**src/hdl/bchq_pkg.sv**
```systemverilog
// Shared types and constants for the button click and hold qualifier.
// No dependencies; imported by every module of the block.
package bchq_pkg;

    localparam int unsigned CNT_W    = 8;
    localparam int unsigned IDX_W    = 1;
    localparam int unsigned IN_DATA_W  = 8;
    localparam int unsigned IN_USER_W  = 2;
    localparam int unsigned OUT_DATA_W = 16;

    localparam logic [CNT_W-1:0] HOLD_SECONDS_RST   = 8'd3;
    localparam logic [CNT_W-1:0] WINDOW_SECONDS_RST = 8'd3;
    localparam logic [CNT_W-1:0] CLICK_MAX          = 8'hFF;
    localparam logic [CNT_W-1:0] ONE_CLICK          = 8'd1;

    // configuration register indexes
    localparam logic [IDX_W-1:0] REG_HOLD_SECONDS   = 1'b0;
    localparam logic [IDX_W-1:0] REG_WINDOW_SECONDS = 1'b1;

    // event kinds; code 3 is unused and changes nothing
    typedef enum logic [1:0] {
        OP_EDGE   = 2'd0,
        OP_EXPIRY = 2'd1,
        OP_TICK   = 2'd2
    } event_op_t;

    typedef struct packed {
        logic [CNT_W-1:0] hold_seconds;
        logic [CNT_W-1:0] window_seconds;
    } cfg_t;

    typedef struct packed {
        logic [1:0] op;
        logic       pin_level;
    } item_t;

    typedef struct packed {
        logic [CNT_W-1:0] click_total;
        logic             window_closed;
        logic             long_press;
        logic             single_click;
        logic             click_seen;
        logic             led_level;
    } result_t;

endpackage

```
**src/hdl/bchq_core.sv**
```systemverilog
// Qualifier state registers and combinational event update.
// Depends on bchq_pkg.
module bchq_core (
    input  logic             aclk,
    input  logic             aresetn,
    input  logic             step,
    input  bchq_pkg::item_t  item,
    input  bchq_pkg::cfg_t   cfg,
    output bchq_pkg::result_t result
);
    import bchq_pkg::*;

    logic             armed_reg, armed_next;
    logic             pend_reg, pend_next;
    logic             wopen_reg, wopen_next;
    logic [CNT_W-1:0] clicks_reg, clicks_next;
    logic [CNT_W-1:0] wcnt_reg, wcnt_next;
    logic [CNT_W-1:0] held_reg, held_next;
    logic             led_reg, led_next;

    logic             seen, single, lng, closed;
    logic [CNT_W-1:0] wcnt_inc, held_inc;
    logic             hold_hit, win_hit;

    always_ff @(posedge aclk) begin
        if (!aresetn) begin
            armed_reg  <= 1'b1;
            pend_reg   <= 1'b0;
            wopen_reg  <= 1'b0;
            clicks_reg <= '0;
            wcnt_reg   <= '0;
            held_reg   <= '0;
            led_reg    <= 1'b0;
        end else if (step) begin
            armed_reg  <= armed_next;
            pend_reg   <= pend_next;
            wopen_reg  <= wopen_next;
            clicks_reg <= clicks_next;
            wcnt_reg   <= wcnt_next;
            held_reg   <= held_next;
            led_reg    <= led_next;
        end
    end

    assign wcnt_inc = wcnt_reg + 1'b1;
    assign held_inc = item.pin_level ? held_reg + 1'b1 : '0;
    // zero limit disables the check
    assign hold_hit = (cfg.hold_seconds != '0) && (held_inc == cfg.hold_seconds);
    assign win_hit  = (cfg.window_seconds != '0) && (wcnt_inc == cfg.window_seconds);

    always_comb begin
        armed_next  = armed_reg;
        pend_next   = pend_reg;
        wopen_next  = wopen_reg;
        clicks_next = clicks_reg;
        wcnt_next   = wcnt_reg;
        held_next   = held_reg;
        led_next    = led_reg;
        seen        = 1'b0;
        single      = 1'b0;
        lng         = 1'b0;
        closed      = 1'b0;
        case (event_op_t'(item.op))
            OP_EDGE: begin
                if (armed_reg) begin
                    armed_next = 1'b0;
                    pend_next  = 1'b1;
                end
            end
            OP_EXPIRY: begin
                if (pend_reg && item.pin_level) begin
                    led_next   = ~led_reg;
                    armed_next = 1'b1;
                    pend_next  = 1'b0;
                    wopen_next = 1'b1;
                    if (clicks_reg != CLICK_MAX) begin
                        clicks_next = clicks_reg + 1'b1;
                    end
                    seen = 1'b1;
                end
            end
            OP_TICK: begin
                if (wopen_reg) begin
                    wcnt_next = wcnt_inc;
                    held_next = held_inc;
                    if (hold_hit) begin
                        // long press restarts the window; no window judgement
                        led_next    = ~led_reg;
                        held_next   = '0;
                        clicks_next = '0;
                        wcnt_next   = '0;
                        wopen_next  = 1'b0;
                        lng         = 1'b1;
                    end else if (win_hit) begin
                        if (clicks_reg == ONE_CLICK) begin
                            led_next = ~led_reg;
                            single   = 1'b1;
                        end
                        clicks_next = '0;
                        wcnt_next   = '0;
                        wopen_next  = 1'b0;
                        closed      = 1'b1;
                    end
                end
            end
            default: begin
            end
        endcase
    end

    always_comb begin
        result.led_level     = led_next;
        result.click_seen    = seen;
        result.single_click  = single;
        result.long_press    = lng;
        result.window_closed = closed;
        result.click_total   = clicks_next;
    end

endmodule

```
**src/hdl/bchq_out_stage.sv**
```systemverilog
// Result register with valid/ready handshake toward the result channel.
// Depends on bchq_pkg.
module bchq_out_stage (
    input  logic              aclk,
    input  logic              aresetn,
    input  logic              load,
    input  bchq_pkg::result_t load_data,
    output logic              free,
    output logic              out_valid,
    input  logic              out_ready,
    output bchq_pkg::result_t out_data
);
    import bchq_pkg::*;

    logic    valid_reg;
    result_t data_reg;

    // slot can take a word when empty or draining this cycle
    assign free = !valid_reg || out_ready;

    always_ff @(posedge aclk) begin
        if (!aresetn) begin
            valid_reg <= 1'b0;
        end else if (load) begin
            valid_reg <= 1'b1;
        end else if (out_ready) begin
            valid_reg <= 1'b0;
        end
    end

    always_ff @(posedge aclk) begin
        if (load) begin
            data_reg <= load_data;
        end
    end

    assign out_valid = valid_reg;
    assign out_data  = data_reg;

endmodule

```
**src/hdl/button_click_and_hold_qualifier.sv**
```systemverilog
// Top level of the button click and hold qualifier.
// Depends on bchq_pkg, bchq_core and bchq_out_stage.
//
// Usage:
//   Events enter on the s_ stream: s_tuser carries the event kind (edge,
//   debounce expiry, one-second tick), s_tdata bit 0 the sampled pin level.
//   Each event yields exactly one result word on the m_ stream: LED level,
//   the click / single-click / long-press / window-closed flags and the
//   saturating click count of the current window.
//   Flow: an accepted word is registered in the input stage; once the result
//   slot is free, the state update and the result register load happen on
//   the same edge, which raises m_tvalid.
//   Throughput: one event per cycle while m_tready stays high; the state update is a single pass of
//   small 8-bit compare/increment logic between the input and result
//   registers.
//   Stall: when m_tready is low the result register holds, the input word
//   waits in its register and s_tready drops once both are full; nothing
//   is lost or repeated.
//   Reset (aresetn low, synchronous): both stages empty, block armed, no
//   pending debounce, window closed, counters and LED zero, both limits 3.
//   Configuration: cfg_wr_en writes cfg_wdata to the register cfg_addr
//   selects (0 hold seconds, 1 window seconds); write only while idle.
module button_click_and_hold_qualifier (
    input  logic                           aclk,
    input  logic                           aresetn,
    // input stream
    input  logic                           s_tvalid,
    output logic                           s_tready,
    input  logic [bchq_pkg::IN_DATA_W-1:0] s_tdata,   // [0] pin_level, [7:1] zero
    input  logic [bchq_pkg::IN_USER_W-1:0] s_tuser,   // [1:0] op
    // result stream
    output logic                           m_tvalid,
    input  logic                           m_tready,
    // [0] led_level, [1] click_seen, [2] single_click, [3] long_press,
    // [4] window_closed, [12:5] click_total, [15:13] zero
    output logic [bchq_pkg::OUT_DATA_W-1:0] m_tdata,
    // configuration write port
    input  logic                           cfg_wr_en,
    input  logic [bchq_pkg::IDX_W-1:0]     cfg_addr,
    input  logic [bchq_pkg::CNT_W-1:0]     cfg_wdata
);
    import bchq_pkg::*;

    cfg_t    cfg_reg;
    logic    in_valid_reg;
    item_t   in_item_reg;
    logic    out_free;
    logic    advance;
    result_t core_result;
    result_t out_word;

    // configuration registers
    always_ff @(posedge aclk) begin
        if (!aresetn) begin
            cfg_reg.hold_seconds   <= HOLD_SECONDS_RST;
            cfg_reg.window_seconds <= WINDOW_SECONDS_RST;
        end else if (cfg_wr_en) begin
            case (cfg_addr)
                REG_HOLD_SECONDS:   cfg_reg.hold_seconds   <= cfg_wdata;
                REG_WINDOW_SECONDS: cfg_reg.window_seconds <= cfg_wdata;
                default: begin
                end
            endcase
        end
    end

    // input register: an event moves into the core when the result slot frees
    assign advance  = in_valid_reg && out_free;
    assign s_tready = aresetn && (!in_valid_reg || out_free);

    always_ff @(posedge aclk) begin
        if (!aresetn) begin
            in_valid_reg <= 1'b0;
        end else if (s_tvalid && s_tready) begin
            in_valid_reg <= 1'b1;
        end else if (advance) begin
            in_valid_reg <= 1'b0;
        end
    end

    always_ff @(posedge aclk) begin
        if (s_tvalid && s_tready) begin
            in_item_reg.op        <= s_tuser;
            in_item_reg.pin_level <= s_tdata[0];
        end
    end

    bchq_core u_core (
        .aclk    (aclk),
        .aresetn (aresetn),
        .step    (advance),
        .item    (in_item_reg),
        .cfg     (cfg_reg),
        .result  (core_result)
    );

    bchq_out_stage u_out (
        .aclk      (aclk),
        .aresetn   (aresetn),
        .load      (advance),
        .load_data (core_result),
        .free      (out_free),
        .out_valid (m_tvalid),
        .out_ready (m_tready),
        .out_data  (out_word)
    );

    assign m_tdata = {{(OUT_DATA_W - $bits(result_t)){1'b0}}, out_word};

    // ---------------------------------------------------------------- checks
    // a debounce check is pending only while disarmed
    a_pend_disarmed: assert property (@(posedge aclk) disable iff (!aresetn)
        !(u_core.pend_reg && u_core.armed_reg))
        else $error("debounce pending while armed");

    // an event is at most one of a click, a long press or a window close, never two of them
    a_flags_exclusive: assert property (@(posedge aclk) disable iff (!aresetn)
        m_tvalid |-> $countones(m_tdata[4:1] & 4'b1101) <= 1)
        else $error("conflicting result flags");

    // any restart leaves the click count cleared
    a_restart_clears: assert property (@(posedge aclk) disable iff (!aresetn)
        (m_tvalid && (m_tdata[3] || m_tdata[4])) |-> (m_tdata[12:5] == '0))
        else $error("click count survives a restart");

    // an accepted click is always counted
    a_click_counted: assert property (@(posedge aclk) disable iff (!aresetn)
        (m_tvalid && m_tdata[1]) |-> (m_tdata[12:5] != '0))
        else $error("click seen with zero count");

endmodule
```
**config.mk**
```make
export PLATFORM = sky130hd
export DESIGN_NAME = button_click_and_hold_qualifier
export DESIGN_NICKNAME = d
export VERILOG_FILES = /design/src/hdl/bchq_pkg.sv /design/src/hdl/bchq_core.sv /design/src/hdl/bchq_out_stage.sv /design/src/hdl/button_click_and_hold_qualifier.sv
export SDC_FILE = /design/constraint.sdc
export NUM_CORES = 1
export LEC_CHECK = 0
export ABC_AREA = 1
export BUFFER_PORTS_ARGS = -buffer_cell sky130_fd_sc_hd__buf_2
export CORE_MARGIN = 2
export CORE_UTILIZATION = 50
export DETAILED_ROUTE_END_ITERATION = 8
export PLACE_DENSITY = 0.81
export SETUP_SLACK_MARGIN = 0.02
export SLEW_MARGIN = 10
export SYNTH_ARGS = -nofsm -noshare
export SYNTH_HDL_FRONTEND = slang
export SYNTH_HIERARCHICAL = 1
export SYNTH_SLANG_ARGS = --single-unit
```
**constraint.sdc**
```tcl
create_clock -name aclk -period 3.07 [get_ports aclk]
set_input_delay 0.1535 -clock aclk [delete_from_list [all_inputs] [get_ports aclk]]
set_output_delay 0.1535 -clock aclk [all_outputs]
set_load 0.02 [all_outputs]
```
==> results.yml <==
sta:
  fin_crit_ns: 2.301
  worst_pin_slew_ns: 0.6127
  finalSetupViolCount: 0
  fin_crit_sh_pct: 74.96
  tns_ns: 0
  max_freq_ghz: 0.4345
  skew_ns: 0.009634
  rsz0062_at_grt: "no"
  whs_ns: 0.03485
  slew_violations: 0
  relSlewSlack_pct: 58.90
  final_hold_viol_count: 0
final_layout:
  mostFrequentLayoutCells: "nand2_1, inv_1, nor2_1"
  drive_gt1_share_pct: 12.52
  nNetsFinal: 617
  post-route-util_pct: 56.56
  areaGrowthSynthToFinish_pct: 9.776
  largest_reg_flops: 16
  final_cells: 690
  antenna_cells: 0
  mostFrequentLayoutCell: "nand2_1"
setup_path:
  cpMostUsedCell: "nand2_1"
  worstSetupPathType: "register to register"
  worstSetupEndpointType: "register"
  worstPathRequired_ns: 3.27
  timing.critical_path.buf_inv: 1
  cp-start-kind: "register"
  cpPeakStageDelay_ns: 0.68
  slowest_stage: "edfxtp_1"
  cp_top_family: "simple AND/OR/NAND/NOR gates"
  path_cells: "nand2_1 -> nand2_1 -> nand2_1 -> nor2_1 -> nand3_1 -> nor2_1 -> nand2_1 -> nor2_1 -> nand3_1 -> nand2_1 -> inv_1 -> nand2_1 -> a21oi_1"
  crit_fanout: 15
  worst_ep_arrival_time_ns: 2.50
logic_synthesis:
  synth_area_mm2: 0.003737
  avgSynthCellArea_um2: 6.698
  seq_area_frac_synth_pct: 37.50
  yosys_register_bits: 62
  synth.yosys.warnings: 6
  syn_inst: 558
  ys_types: 39
global_route:
  grt_pass1_wl_mm: 13.45
  grt-ovfl-total: 0
  grt_start_max_net_pins: 35
  track_usage_pct: 19.57
  antenna_found_initial: 0
  grt_pass1_vias: 3100
clock_tree:
  clockRootBuffer: "clkbuf_8"
  cts_resized: 0
  cts_buffers: 9
  clock_path_buffers: 2
  cts_max_level: 3
  cts_tree: "built"
  clock_sinks: 62
  holdBufCountCts: 3
  path_clk_slew_ns: 0.07
  post-cts-setup-buffer-count: 0
  clk_latency_ns: 0.34
place:
  dp.cells: 671
  dp_hpwl_mm: 5.695
  gp_congestion: 0.9169
  port_buffers: 31
routing:
  postRouteAntennaNets: 0
  wl_met3_um: 334
  routed_wl_mm: 7.901
  drt_iter0_drc: 189
  num_vias: 3521
  met1_length_mm: 3.812
  wl_met2_mm: 3.644
  first_pass_iters: 5
  top_layer_used: "met4"
  wire_per_inst_um: 11.45
  via_per_inst: 5.103
  drc: 0
die:
  core_area_mm2: 0.007253
  die_width_um: 90.46
  std_cell_rows: 31
  die_y_um: 90.46
  die-area_mm2: 0.008182
  start_util_pct: 51.53
  io_pins: 42
pwr:
  leakage_nw: 1.900
  ir_drop_mv: 0.2210
  pwr_density_cell_mw_per_mm2: 422.2
min_path:
  hold_path.class: "input port to register"
status:
  status: "finished, final reports clean"
job:
  drv_cap: 0
==> synthesized netlist by cell type, drive strengths merged <==
cell	number	area share, %
a21oi	35	5.0
nand3b	2	0.40
clkbuf	5	0.50
conb	1	0.10
nor3	3	0.54
nand4	16	2.7
dfxtp	46	25
xnor2	2	0.47
o31ai	3	0.60
xor2	2	0.47
edfxtp	16	13
o21bai	1	0.20
or2	1	0.17
o211ai	1	0.20
ha	7	2.3
buf	16	2.8
o21ai	31	4.4
and2	1	0.17
inv	86	8.6
a2bb2oi	5	1.2
nor2	82	8.6
nand3	55	8.0
nand2	135	14
o21a	1	0.20
nor4	1	0.17
or3b	1	0.23
clkinv	3	0.33
==> cell type report <==
class,count,area [µm²]
multi-input cells,388,1884
clock buffers,11,131.4
well taps,99,123.9
repair buffers,36,200.2
flip-flops and latches,62,1401
fillers,697,3151
inverters,89,335.3
clock inverters,5,26.28
==> routing by layer <==
metal | vias to the layer above | global-route usage [%]
li1 | 1840 | -
met1 | 1585 | 26.08
met2 | 84 | 32.14
met3 | 12 | 4.007
met4 | 0 | 5.897
met5 | - | 0
==> path summary, 6_finish.rpt <==
kind	from	to	slack [ns]	cells after the start
hold reg to reg	u_core/armed_reg$_SDFFE_PN1P_	u_core/armed_reg$_SDFFE_PN1P_	0.46	2
setup / recovery	in_item_reg[0]$_DFFE_PP_	u_core/held_reg[4]$_SDFFE_PN0P_	0.77	13
hold / removal	cfg_wdata[1]	cfg_reg[1]$_SDFFE_PN1P_	0.03	3
setup reg to reg	in_item_reg[0]$_DFFE_PP_	u_core/held_reg[4]$_SDFFE_PN0P_	0.77	13
==> power by group <==
part | switching, mW | internal [mW]
combinational | 0.146 | 0.0794
sequential | 0.0352 | 0.877
clock | 0.309 | 0.286
==> worst register-to-register path: stages, from the launching register on <==
cell,delay (ns)
edfxtp_1,0.68
nand2_1,0.17
nand2_1,0.11
nand2_1,0.06
nor2_1,0.10
nand3_1,0.08
nor2_1,0.12
nand2_1,0.06
nor2_1,0.15
nand3_1,0.15
nand2_1,0.24
inv_1,0.11
nand2_1,0.08
a21oi_1,0.06
==> stage by stage <==
step	setup WS, ns	total power, mW	instance area (µm²)
after floorplan	1.102	1.095	3745
after global placement	0.8691	1.142	3915
after detailed placement	0.8065	1.149	3915
after CTS	0.7954	1.745	4103
after global routing	0.5058	1.811	4103
final	0.7686	1.732	4103
==> kinds of logic (layout without fill, tap and decap cells) <==
group | after synthesis | after routing | share of synthesized area, %
compound gates | 77 | 77 | 11.72
xor+xnor | 4 | 4 | 0.9376
fa+ha+maj | 7 | 7 | 2.343
buf+inv | 110 | 141 | 12.29
flops | 62 | 62 | 37.50
other cells | 1 | 3 | 0.1003
simple gates | 297 | 297 | 35.12
(Power assumes the default switching activity.)
